### src/rtl/contact_velocity_response_macros.svh
// ---------------------------------------------------------------------------
// Assertion macros for contact_velocity_response
// Concurrent checks on the block's own logic. Define NO_ASSERTIONS to drop them.
// ---------------------------------------------------------------------------
`ifndef CONTACT_VELOCITY_RESPONSE_MACROS_SVH
`define CONTACT_VELOCITY_RESPONSE_MACROS_SVH

`ifndef NO_ASSERTIONS

// same-cycle implication
`define CVR_ASSERT_IMPLY(label, clk, rst, ante, cons) \
   label: assert property (@(posedge clk) disable iff (rst) (ante) |-> (cons)) \
      else $error("contact_velocity_response: assertion failed");

// next-cycle implication
`define CVR_ASSERT_NEXT(label, clk, rst, ante, cons) \
   label: assert property (@(posedge clk) disable iff (rst) (ante) |=> (cons)) \
      else $error("contact_velocity_response: assertion failed");

`else

`define CVR_ASSERT_IMPLY(label, clk, rst, ante, cons)

`define CVR_ASSERT_NEXT(label, clk, rst, ante, cons)

`endif

`endif

### src/rtl/cvr_div.sv
// ---------------------------------------------------------------------------
// cvr_div
// Restoring divider, one quotient bit per cycle, 32-bit divisor. The
// dividend shifts out of the top of a register while quotient bits enter
// at the bottom; a partial remainder may be preloaded.
// ---------------------------------------------------------------------------
module cvr_div #(
   parameter int DW = 48
) (
   input  logic                        clock,
   input  logic                        reset,
   input  logic                        start,
   input  logic [$clog2(DW+1)-1:0]     steps,
   input  logic [31:0]                 divisor,
   input  logic [31:0]                 rem_init,
   input  logic [DW-1:0]               dvd_init,
   output logic                        done,
   output logic [DW-1:0]               quot,
   output logic [31:0]                 rem
);

   localparam int SCW = $clog2(DW+1);

   logic            busy_ff, busy_in;
   logic            done_ff, done_in;
   logic [SCW-1:0]  cnt_ff, cnt_in;
   logic [31:0]     rem_ff, rem_in;
   logic [DW-1:0]   shr_ff, shr_in;
   logic [32:0]     trial;
   logic            ge;

   // one restoring step
   assign trial = {rem_ff, shr_ff[DW-1]};
   assign ge    = (trial >= {1'b0, divisor});

   always_comb begin
      busy_in = busy_ff;
      done_in = 1'b0;
      cnt_in  = cnt_ff;
      rem_in  = rem_ff;
      shr_in  = shr_ff;
      if (start) begin
         busy_in = 1'b1;
         cnt_in  = steps;
         rem_in  = rem_init;
         shr_in  = dvd_init;
      end else if (busy_ff) begin
         rem_in = ge ? 32'(trial - {1'b0, divisor}) : trial[31:0];
         shr_in = {shr_ff[DW-2:0], ge};
         cnt_in = cnt_ff - SCW'(1);
         if (cnt_ff == SCW'(1)) begin
            busy_in = 1'b0;
            done_in = 1'b1;
         end
      end
   end

   always_ff @(posedge clock) begin
      if (reset) begin
         busy_ff <= 1'b0;
         done_ff <= 1'b0;
      end else begin
         busy_ff <= busy_in;
         done_ff <= done_in;
      end
   end

   always_ff @(posedge clock) begin
      cnt_ff <= cnt_in;
      rem_ff <= rem_in;
      shr_ff <= shr_in;
   end

   assign done = done_ff;
   assign quot = shr_ff;
   assign rem  = rem_ff;

endmodule

### config.mk
export PLATFORM = sky130hd
export DESIGN_NAME = cvr_div
export DESIGN_NICKNAME = d
export VERILOG_FILES = /design/src/rtl/contact_velocity_response_macros.svh /design/src/rtl/cvr_div.sv
export SDC_FILE = /design/constraint.sdc
export NUM_CORES = 1
export LEC_CHECK = 0
export BUFFER_PORTS_ARGS = -buffer_cell sky130_fd_sc_hd__buf_4
export CAP_MARGIN = 0
export CORE_ASPECT_RATIO = 1.75
export CORE_MARGIN = 8
export CORE_UTILIZATION = 30
export CTS_BUF_LIST = sky130_fd_sc_hd__clkbuf_4 sky130_fd_sc_hd__clkbuf_8 sky130_fd_sc_hd__clkbuf_16
export DETAILED_ROUTE_END_ITERATION = 16
export SETUP_SLACK_MARGIN = 0.02
export SLEW_MARGIN = 40
export SYNTH_ARGS = -nofsm -noshare
export SYNTH_HDL_FRONTEND = slang
export SYNTH_SLANG_ARGS = --single-unit
### constraint.sdc
create_clock -name clock -period 6.6 [get_ports clock]
set_clock_uncertainty 0.15 [all_clocks]
set_input_delay 0.33 -clock clock [delete_from_list [all_inputs] [get_ports clock]]
set_output_delay 0.33 -clock clock [all_outputs]
set_load 0.02 [all_outputs]
# Word level (Yosys, flattened, before mapping)
# Index checks and enable logic that the tools add are counted.
# totals
output_inout_bits	81
input_bits	121
regBits	88
# classes
n_lt_le_gt_ge	1
add_sub_neg	2
n_reduce_logical	2
muxes	11
n_eq_ne	1
n_bitwise	1
# op_table
op	count
$mux 32	3
$mux 48	2
$ge 33x32->1	1
$sub 32x32->32	1
$mux 6	2
$eq 6x1->1 const B	1
$sub 6x1->6 const B	1
$mux 1	4
$reduce_or 3->1	1
$reduce_bool 2->1	1
$not 1->1	1

# Longest topological paths before layout
# Gate-level depths: netlist of run 1.
# depth
ltp_word	4
mapped_depth	13
ltp_nobuf	12

# Least setup slack after synthesis of run 1
# No wires, ideal clock.
# synth_timing
kind	reg-to-reg
from	reg shr_ff[47], in the netlist quot[47]
to	reg rem_ff[26], in the netlist rem[26] (data pin)
setup_ns	0.264
slack_ns	3.501
t_required_ns	6.186
arrival_time_ns	2.685
stages_incl_launch_ff	13
path_buffers	0
cell_sequence	edfxtp_1 inv_1 ha_1 inv_1 fa_1 a21oi_1 o211ai_1 a21oi_1 a31oi_1 a211oi_1 o21a_1 nor4b_1 nor4_1
# synth_between
elab_chain_len	4
# synth_rtl
element	line	source
from (decl)	cvr_div.sv:28	logic [DW-1:0] shr_ff, shr_in;
from (signal assigned)	cvr_div.sv:71	shr_ff <= shr_in;
$sub 32x32->32 / $ge 33x32->1 (equally long branches)	cvr_div.sv:48, cvr_div.sv:34	
$mux 32 (*)	cvr_div.sv:48	rem_in = ge ? 32'(trial - {1'b0, divisor}) : trial[31:0];
$mux 32 (*)	cvr_div.sv:47	end else if (busy_ff) begin
$mux 32 (*)	cvr_div.sv:42	if (start) begin
net rem_in[26]	cvr_div.sv:27	logic [31:0] rem_ff, rem_in;
to (signal assigned)	cvr_div.sv:70	rem_ff <= rem_in;
to (decl)	cvr_div.sv:27	
# Mark *: on every way through the listed nets, which the timed path passes. The rest lies on a longest branch. The select of a mux whose other input is x is not followed.
# A chain may end at the register's enable or synchronous reset.

# Worst setup path in the final report of run 1
# layout_timing
from	reg rem_ff[8], in the netlist rem[8]
to	reg rem_ff[29], in the netlist rem[29] (data pin)
# layout_between
elab_chain_len	4
# layout_rtl
element	line
$sub 32x32->32 / $ge 33x32->1 (equally long branches)	cvr_div.sv:48, cvr_div.sv:34
$mux 32 (*)	cvr_div.sv:48
$mux 32 (*)	cvr_div.sv:47
$mux 32 (*)	cvr_div.sv:42
net rem_in[29]	cvr_div.sv:27
# Marks and branches as above.

==> summary.md, run 1 <==
| Metric | Value |
|---|---|
| Status | `complete, no violations` |
| Syn Area/Cell | `10.0 um^2` |
| Synth top area share | `0.434` |
| Clock tree buffer depth | `2` |
| Synth Register Bits | `88` |
| Clock sink total | `88` |
| Critical path launch point type | `register` |
| Max-Cap Viols | `0` |
| Final design utilization | `0.406` |
| Crit Path Class | `reg2reg` |
| 1st-iter DRT viols | `239` |
| Diodes inserted | `0` |
| CP endpoint kind | `register` |
| Fmax | `267 MHz` |
| Reg-to-Reg End | `rem[29]` |
| Post-CTS Setup Bufs | `0` |
| LEAKAGE | `3.41 nW` |
| Global-route wire length before repair | `29.8 mm` |
| Post-cts resize count | `0` |
| Unrepaired setup endpoints after global routing | `false` |
| Worst Path Arrival | `3.68 ns` |
| Synth Instances | `595` |
| Clock slew at reported path FFs | `0.07 ns` |
| Post-synthesis sequential area ratio | `0.441` |
| Total GRT Usage | `0.156` |
| DRC | `0` |
| DR vias/cell | `5.04` |
| Die width | `122 um` |
| Later-pin clock latency in the skew report | `0.34 ns` |
| Syn nets | `751` |
| Hold path endpoint | `cnt_ff[2]` |
| IO Port Bufs | `201` |
| Hold wc startpoint | `steps[2]` |
| Worst r2r src | `rem[8]` |
| Largest fanout on the critical path | `31` |
| Number of global-route vias before repair | `5640` |
| Number of nets in the layout | `940` |
| # rows | `68` |
| CORE AREA | `0.0196 mm^2` |
| Fin crit share | `0.567` |
| Slew HR | `0.505` |
| Post-CTS Hold Buffers | `1` |
| Worst Tran Pin Value | `0.742 ns` |
| Die height | `202 um` |
| P&R area growth vs syn | `33.6%` |
| Drt total wl | `19.5 mm` |
| Worst r2r path cells | `9` |
| Initial antenna violation count | `0` |
| Top_reg_cell synth | `edfxtp_1` |
| Area contributors post-synth | `edfxtp_1 43%, mux2_2 9.1%, ha_1 7.1%` |
| Count of final hold-check violations | `0` |
| R2R Setup Slk | `2.86 ns` |
| # setup viols final | `0` |
| Die area | `0.0248 mm^2` |
| Tightest Hold Check Type | `in2reg` |
| TritonCTS Buffers | `9` |
| First-pass detailed-route iteration total | `4` |
| Ports | `202` |
| Count leader, synth | `edfxtp_1` |
| # fillers | `2017` |
| Initial Util | `0.304` |
| Fin Hold WS | `0.120 ns` |
| H-tree lvl count | `3` |
| Asr flop ratio synth | `0` |
| Dpl hpwl | `15.3 mm` |
| Synthesized cell area | `0.00595 mm^2` |
| Peak supply drop | `126 uV` |
| Setup TNS | `0 ns` |
| Hold Path Stages | `3` |
| Largest net degree at the start of global routing | `57` |
| Post-synth top cells | `86 x edfxtp_1, 68 x nand2_1, 57 x a21oi_1` |
| PD cells | `309 mW/mm^2` |
| Worst endpoint required time | `6.54 ns` |
| Routed len/inst | `18.9 um` |
| Period minus WS final | `3.74 ns` |
| CTS tree | `built` |
| Synth area leader | `edfxtp_1` |
| Netlist cell types | `55` |
| Final slew viol count | `0` |
| Reg area | `0.00262 mm^2` |
| Gr ovfl total | `0` |
| Multi-input gate area | `0.00304 mm^2` |
| Synth warn | `0` |
| Routed Antenna Nets | `0` |
| Final GP Congestion | `0.886` |
| Root buffer selected by CTS | `clkbuf_16` |
| Layout cells sized above 1 | `0.345` |
| Post-synth EDFFs | `86` |
| DR vias | `5207` |
==> per-layer routing <==
| metal | global-route usage | share of wire | vias up |
|---|---|---|---|
| met5 | 0 | 0 | - |
| met4 | 0.0827 | 0.045 | 0 |
| met3 | 0.0503 | 0.072 | 49 |
| met2 | 0.288 | 0.54 | 158 |
| met1 | 0.147 | 0.34 | 2444 |
| li1 | - | - | 2556 |
==> worst max path at each step <==
stage,start,end,cells past startpoint
after floorplan,quot[47],rem[26],12
after global placement,divisor[10],rem[29],11
after detailed placement,divisor[28],rem[29],11
after CTS,rem[8],rem[30],9
after global routing,rem[8],rem[27],9
final,rem[8],rem[29],9
==> power by group <==
group          total, mW  internal, mW  switching (mW)
clock network      0.510         0.292           0.218
logic               1.14         0.471           0.667
registers          0.811         0.741          0.0700
==> cell usage in the layout (no fill, tap or decap), types with 3 or more instances in the layout <==
cell	netlist	routed
a211oi_1	8	8
a21oi_1	57	57
a221o_1	4	4
a2bb2oi_1	6	6
a31oi_1	13	13
and2_1	3	3
and3_1	6	6
and4_1	4	4
buf_4	2	204
clkbuf_16	0	9
clkinv_1	0	3
edfxtp_1	86	86
ha_1	34	34
inv_1	44	44
mux2_2	48	48
mux2i_1	5	5
nand2_1	68	68
nand3_1	5	5
nand4_1	6	6
nor2_1	42	42
nor3_1	10	10
nor4_1	5	5
o211ai_1	5	5
o21a_1	3	3
o21ai_0	24	24
o21ai_1	10	10
o21bai_1	5	5
or3_1	5	5
xnor2_1	20	20
xor2_1	10	10
==> worst max-delay path, stage by stage (launching register included) <==
cell,delay [ns]
edfxtp_1,0.41
ha_1,0.37
and4_1,0.26
and4_1,0.24
a41oi_1,0.19
o21ai_1,0.10
a211oi_2,0.64
and2_4,0.53
nor2_1,0.20
a221o_1,0.38
==> metrics by stage <==
stage / total power [mW] / instance area (um^2) / setup WS, ns / instances
global route: 2.61 / 7950 / 2.57 / 1033
detailed placement: 1.96 / 7660 / 2.84 / 1017
finish: 2.46 / 7950 / 2.86 / 1033
floorplan: 1.57 / 5950 / 3.50 / 595
global placement: 1.96 / 7660 / 2.93 / 1017
CTS: 2.49 / 7950 / 2.86 / 1033
==> logic make-up after synthesis <==
| family | synth area share |
|---|---|
| XOR/XNOR | 0.0441 |
| multiplexers | 0.0992 |
| buffers and inverters | 0.0496 |
| AO/OA/AOI/OAI | 0.164 |
| flip-flops | 0.441 |
| AND/OR/NAND/NOR | 0.127 |
| adder cells (fa/ha/maj) | 0.0748 |
==> area by class of cell <==
class,count,area share
clock buffer,10,0.0293
clock inverter,5,0.00613
inverter,44,0.0208
multi-input combinational,436,0.382
sequential,88,0.330
tap,245,0.0385
timing repair buffer,205,0.194
==> sequential cells by signal, indices dropped and copies added (netlist names) <==
name     flops
cnt_ff       6
rem         32
busy_ff      1
quot        48
done         1
Note: power is estimated with default switching activity, not from simulation.
==> inputs of run 2 (changes only) <==
==> constraint.sdc (replaced) <==
create_clock -name clock -period 3.5 [get_ports clock]
set_clock_uncertainty 0.15 [all_clocks]
set_input_delay 0.175 -clock clock [delete_from_list [all_inputs] [get_ports clock]]
set_output_delay 0.175 -clock clock [all_outputs]
set_load 0.02 [all_outputs]
==> run 2 against run 1 <==
  * Combinational power increased by 98%
  * Critical path type unchanged
  * Clock power grew 91%
  * Hold slack lost 0.11 ns
  * Register-to-register slack got worse by 2.6 ns
  * Count of clock-buffer cells in the layout unchanged
  * Largest cell class unchanged
  * Final area grew 10%
  * Non-clock buffer count increased by 81
  * Wire length up 2.7%
  * Sequential cell count is the same
  * Utilization increased by 4.1 points
  * First-iteration DRC count shrank 17%
  * Total power increased by 94%
==> summary.md, run 2 (synthesis gave the netlist of run 1 again) <==
| Metric | Value |
|---|---|
| 1st-iter DRT viols | `198 (was 239)` |
| Later-pin clock latency in the skew report | `0.35 ns (was 0.34 ns)` |
| Slowest cell on the critical path | `edfxtp_1 (was a211oi_2)` |
| CP endpoint kind | `register (unchanged)` |
| H-tree lvl count | `3 (unchanged)` |
| Fin crit share | `0.932 (was 0.567)` |
| PD cells | `544 mW/mm^2 (was 309 mW/mm^2)` |
| Most frequent cells in the layout | `214 x buf_4, 86 x edfxtp_1, 71 x dlygate4sd3_1 (was 204 x buf_4, 86 x edfxtp_1, 68 x nand2_1)` |
| Largest fanout on the critical path | `13 (was 31)` |
| Unrepaired setup endpoints after global routing | `false (unchanged)` |
| Crit path max-delay family | `compound AO/OA/AOI/OAI gates (unchanged)` |
| Total GRT Usage | `0.161 (was 0.156)` |
| # fillers | `1912 (was 2017)` |
| Worst r2r path cells | `10 (was 9)` |
| CTS tree | `built (unchanged)` |
| Final setup margin | `0.239 ns (was 2.86 ns)` |
| Die area | `0.0248 mm^2 (unchanged)` |
| First-pass detailed-route iteration total | `4 (unchanged)` |
| Post-CTS Setup Bufs | `0 (unchanged)` |
| DR vias | `5548 (was 5207)` |
| WP buf/inv | `1 (was 0)` |
| Dpl hpwl | `15.4 mm (was 15.3 mm)` |
| Initial antenna violation count | `1 (was 0)` |
| Number of global-route vias before repair | `5956 (was 5640)` |
| Largest net degree at the start of global routing | `51 (was 57)` |
| Post-Layout Cell Count | `1114 (was 1033)` |
| Routed len/inst | `18.0 um (was 18.9 um)` |
| Setup TNS | `0 ns (unchanged)` |
| Peak supply drop | `266 uV (was 126 uV)` |
| Layout cells sized above 1 | `0.332 (was 0.345)` |
| Fmax | `307 MHz (was 267 MHz)` |
| Clock sink total | `88 (unchanged)` |
| LEAKAGE | `3.77 nW (was 3.41 nW)` |
| Levels on crit path | `10 (was 9)` |
| Worst-path cell chain | `ha_1, and4_1, and4_1, nand2_1, o211ai_4, o211ai_4, and2_4, buf_4, o41ai_1, a31oi_1 (was ha_1, and4_1, and4_1, a41oi_1, o21ai_1, a211oi_2, and2_4, nor2_1, a221o_1)` |
| Leading cell type in the layout, fill and taps excluded | `buf_4 (unchanged)` |
| Largest register FFs | `48 (unchanged)` |
| Clock slew at reported path FFs | `0.07 ns (about the same)` |
| CORE AREA | `0.0196 mm^2 (unchanged)` |
| Routed Antenna Nets | `0 (unchanged)` |
| Final design utilization | `0.448 (was 0.406)` |
| P&R area growth vs syn | `47.3% (was 33.6%)` |
| Ports | `202 (unchanged)` |
| CP peak stage delay | `0.42 ns (was 0.64 ns)` |
| Worst Tran Pin Value | `0.782 ns (was 0.742 ns)` |
| DRC | `0 (unchanged)` |
| TritonCTS Buffers | `9 (unchanged)` |
| Die height | `202 um (unchanged)` |
| Max-Cap Viols | `0 (unchanged)` |
| Final slew viol count | `0 (unchanged)` |
| Die width | `122 um (unchanged)` |
| Number of placed instances, taps included | `1028 (was 1017)` |
| Worst endpoint required time | `3.43 ns (was 6.54 ns)` |
| Setup WS pre-CTS | `0.174 ns (was 2.84 ns)` |
| Number of nets in the layout | `1021 (was 940)` |
| Slew HR | `0.479 (was 0.505)` |
| Root buffer selected by CTS | `clkbuf_16 (unchanged)` |
| Critical path launch point type | `register (unchanged)` |
| Clock tree buffer depth | `2 (unchanged)` |
| Initial Util | `0.304 (unchanged)` |
| Drt total wl | `20.1 mm (was 19.5 mm)` |
| IO Port Bufs | `201 (unchanged)` |
| Gr ovfl total | `0 (unchanged)` |
| Final GP Congestion | `0.884 (was 0.886)` |
| Status | `complete, no violations (unchanged)` |
| Period minus WS final | `3.26 ns (was 3.74 ns)` |
| # rows | `68 (unchanged)` |
| Worst Path Arrival | `3.19 ns (was 3.68 ns)` |
| # setup viols final | `0 (unchanged)` |
| Tightest Hold Check Type | `in2reg (unchanged)` |
| Global-route wire length before repair | `31.1 mm (was 29.8 mm)` |
| Hold Path Stages | `2 (was 3)` |
| Crit Path Class | `reg2reg (unchanged)` |
| Count of final hold-check violations | `0 (unchanged)` |
| DR vias/cell | `4.98 (was 5.04)` |
-- run 2: cell types whose count changed in the layout (fill, tap and decap cells not counted), sizes merged --
cell / before / now
dlygate4sd3: 1 / 71
clkinv: 3 / 2
buf: 204 / 215
diode: 0 / 1
-- run 2: final timing paths --
path,startpoint,to,slack (ns)
setup / recovery,rem[9],rem[28],0.24
hold reg to reg,busy_ff,done,0.33
hold / removal,rem_init[21],rem[21],0.01
setup reg to reg,rem[9],rem[28],0.24
-- run 2: cell type report --
class / instances / area, um^2 / area share
Antenna cell: 1 / 2.50 / 0.000285
Clock buffer: 10 / 233 / 0.0265
Clock inverter: 4 / 47.5 / 0.00542
Inverter: 44 / 165 / 0.0188
Multi-Input combinational cell: 436 / 3050 / 0.348
Sequential cell: 88 / 2620 / 0.299
Tap cell: 245 / 307 / 0.0350
Timing Repair Buffer: 286 / 2340 / 0.267
-- run 2: metal layers --
| layer | global-route usage | vias to the layer above | wire length (um) |
|---|---|---|---|
| met3 | 0.0444 | 27 | 1270 |
| met5 | 0 | - | 0 |
| met4 | 0.0700 | 0 | 489 |
| li1 | - | 2720 | - |
| met2 | 0.303 | 163 | 11300 |
| met1 | 0.156 | 2638 | 7000 |
-- run 2: per-stage QoR --
stage          instance area (um^2)  power (mW)  hold slack, ns
3_3_place_gp                   7760        3.73           0.196
5_1_grt                        8770        5.07          0.0167
3_5_place_dp                   7760        3.74           0.196
6_report                       8770        4.77          0.0116
2_1_floorplan                  5950        2.97           0.101
4_1_cts                        8750        4.80         0.00262
-- run 2: power by group --
| part | internal, mW | total (mW) | switching (mW) |
|---|---|---|---|
| registers | 1.40 | 1.54 | 0.139 |
| clock network | 0.552 | 0.972 | 0.420 |
| logic | 0.987 | 2.26 | 1.27 |
| total | 2.94 | 4.77 | 1.83 |
-- run 2: repair_timing --
action,CTS,global route
gates resized for setup,0,3
hold endpoints to repair,72,0
hold buffers,71,0
endpoints found under the setup margin,0,1
==> inputs of run 3 (changes only) <==
--- a/config.mk
+++ b/config.mk
@@ -5,7 +5,7 @@
 export SDC_FILE = /design/constraint.sdc
 export NUM_CORES = 1
 export LEC_CHECK = 0
-export BUFFER_PORTS_ARGS = -buffer_cell sky130_fd_sc_hd__buf_4
+export BUFFER_PORTS_ARGS = -buffer_cell sky130_fd_sc_hd__buf_2
 export CAP_MARGIN = 0
 export CORE_ASPECT_RATIO = 1.75
 export CORE_MARGIN = 8
==> run 3 against run 2 <==
  * First-iteration DRC count is 12% lower
  * Total power is 3.2% lower
  * Sequential share of layout area is 2.1 points higher
  * Count of clock-buffer cells in the layout is 1 lower
  * Register-to-register slack better by 0.03 ns
  * Wire length is 0.71% lower
  * Critical path type unchanged
  * Largest cell class unchanged
==> summary.md, run 3 (synthesis gave the netlist of run 1 again) <==
| Metric | Value |
|---|---|
| Number of global-route vias before repair | `5935 (was 5956)` |
| Largest net degree at the start of global routing | `54 (was 51)` |
| # fillers | `1978 (was 1912)` |
| Fin crit share | `0.924 (was 0.932)` |
| Total GRT Usage | `0.159 (was 0.161)` |
| 1st-iter DRT viols | `175 (was 198)` |
| TritonCTS Buffers | `9 (unchanged)` |
| Multi-input gate area | `0.00305 mm^2 (about the same)` |
| Drt total wl | `19.9 mm (was 20.1 mm)` |
| Die height | `202 um (unchanged)` |
| CP endpoint kind | `register (unchanged)` |
| Slew HR | `0.569 (was 0.479)` |
| DP Area | `0.00725 mm^2 (was 0.00776 mm^2)` |
| Worst Tran Pin Value | `0.646 ns (was 0.782 ns)` |
| LEAKAGE | `3.56 nW (was 3.77 nW)` |
| Final slew viol count | `0 (unchanged)` |
| DRC | `0 (unchanged)` |
| Final design utilization | `0.419 (was 0.448)` |
| Worst endpoint required time | `3.52 ns (was 3.43 ns)` |
| # rows | `68 (unchanged)` |
| Setup TNS | `0 ns (unchanged)` |
| Number of nets in the layout | `1014 (was 1021)` |
| Gr ovfl total | `0 (unchanged)` |
| Die area | `0.0248 mm^2 (unchanged)` |
| Largest fanout on the critical path | `6 (was 13)` |
| Worst Path Arrival | `3.25 ns (was 3.19 ns)` |
| Dpl hpwl | `15.1 mm (was 15.4 mm)` |
| Unrepaired setup endpoints after global routing | `false (unchanged)` |
| Reg area | `0.00262 mm^2 (unchanged)` |
| Global-route wire length before repair | `30.5 mm (was 31.1 mm)` |
| Clock slew at reported path FFs | `0.07 ns (about the same)` |
| P&R area growth vs syn | `37.8% (was 47.3%)` |
| Clock tree buffer depth | `2 (unchanged)` |
| Finished Cell Area | `0.00820 mm^2 (was 0.00877 mm^2)` |
| Root buffer selected by CTS | `clkbuf_16 (unchanged)` |
| Period minus WS final | `3.23 ns (was 3.26 ns)` |
| Later-pin clock latency in the skew report | `0.34 ns (was 0.35 ns)` |
| Count of final hold-check violations | `0 (unchanged)` |
| DR vias/cell | `4.97 (was 4.98)` |
| Largest register FFs | `48 (unchanged)` |
| CORE AREA | `0.0196 mm^2 (unchanged)` |
| Max-Cap Viols | `0 (unchanged)` |
| CTS tree | `built (unchanged)` |
| PD cells | `563 mW/mm^2 (was 544 mW/mm^2)` |
| Peak supply drop | `244 uV (was 266 uV)` |
| Most frequent cells in the layout | `200 x buf_2, 86 x edfxtp_1, 68 x nand2_1 (was 214 x buf_4, 86 x edfxtp_1, 71 x dlygate4sd3_1)` |
| DR vias | `5505 (was 5548)` |
| # setup viols final | `0 (unchanged)` |
| Leading cell type in the layout, fill and taps excluded | `buf_2 (was buf_4)` |
| Crit Path Class | `reg2reg (unchanged)` |
| Layout cells sized above 1 | `0.329 (was 0.332)` |
| Post-CTS Setup Bufs | `0 (unchanged)` |
| Routed Antenna Nets | `0 (unchanged)` |
| Ports | `202 (unchanged)` |
| First-pass detailed-route iteration total | `4 (unchanged)` |
| H-tree lvl count | `3 (unchanged)` |
| Clock sink total | `88 (unchanged)` |
| Initial antenna violation count | `3 (was 1)` |
| Status | `complete, no violations (unchanged)` |
| Tightest Hold Check Type | `in2reg (unchanged)` |
| Fmax | `309 MHz (was 307 MHz)` |
| Critical path launch point type | `register (unchanged)` |
| Initial Util | `0.304 (unchanged)` |
| Final GP Congestion | `0.878 (was 0.884)` |
| Routed len/inst | `18.0 um (about the same)` |
| Die width | `122 um (unchanged)` |
| IO Port Bufs | `201 (unchanged)` |
[run 3: what timing repair did]
action / CTS / global route
gates resized for setup: 0 / 2
setup endpoints to repair: 0 / 1
hold buffers: 66 / 0
endpoints found under the hold margin: 67 / 0
[run 3: layout make-up]
type / count / area share
Tap cell: 245 / 0.0374
Sequential cell: 88 / 0.320
Antenna cell: 1 / 0.000305
Clock inverter: 5 / 0.00610
Clock buffer: 9 / 0.0275
Multi-Input combinational cell: 436 / 0.371
Timing Repair Buffer: 279 / 0.218
Inverter: 44 / 0.0201
[run 3: final timing paths]
path / depth (start not counted) / slack [ns] / endpoint / start
worst max-delay path: 9 / 0.27 / rem[27] / rem[5]
worst min-delay path: 2 / 0.01 / rem[24] / rem_init[24]
worst max register to register: 9 / 0.27 / rem[27] / rem[5]
worst min register to register: 1 / 0.33 / done / busy_ff
[run 3: power by group]
group,leakage (nW),internal (mW),switching [mW]
sequential,0.879,1.40,0.128
clock,0.132,0.540,0.416
combinational,2.55,0.862,1.27
[run 3: per-stage QoR]
stage | cells | hold slack, ns | power (mW) | setup slack, ns
global route | 1106 | 0.00933 | 4.90 | 0.0749
finish | 1107 | 0.00978 | 4.62 | 0.268
floorplan | 595 | 0.101 | 2.97 | 0.401
detailed placement | 1026 | 0.203 | 3.61 | 0.133
global placement | 1026 | 0.204 | 3.60 | 0.237
CTS | 1106 | 0.000891 | 4.65 | 0.108
[run 3: critical path: stages (launching register included)]
cell      delay (ns)
edfxtp_1        0.43
ha_1            0.39
a21oi_1         0.32
nand2_1         0.09
o21ai_1         0.33
o21ai_1         0.25
a31oi_1         0.36
o21ai_0         0.23
and4_1          0.25
nor4_1          0.25
[run 3: routing by layer]
| metal | global-route usage | vias to the layer above | share of wire |
|---|---|---|---|
| met1 | 0.155 | 2583 | 0.36 |
| met5 | 0 | - | 0.0020 |
| met3 | 0.0425 | 50 | 0.053 |
| met2 | 0.295 | 153 | 0.54 |
| met4 | 0.0788 | 6 | 0.039 |
| li1 | - | 2713 | - |
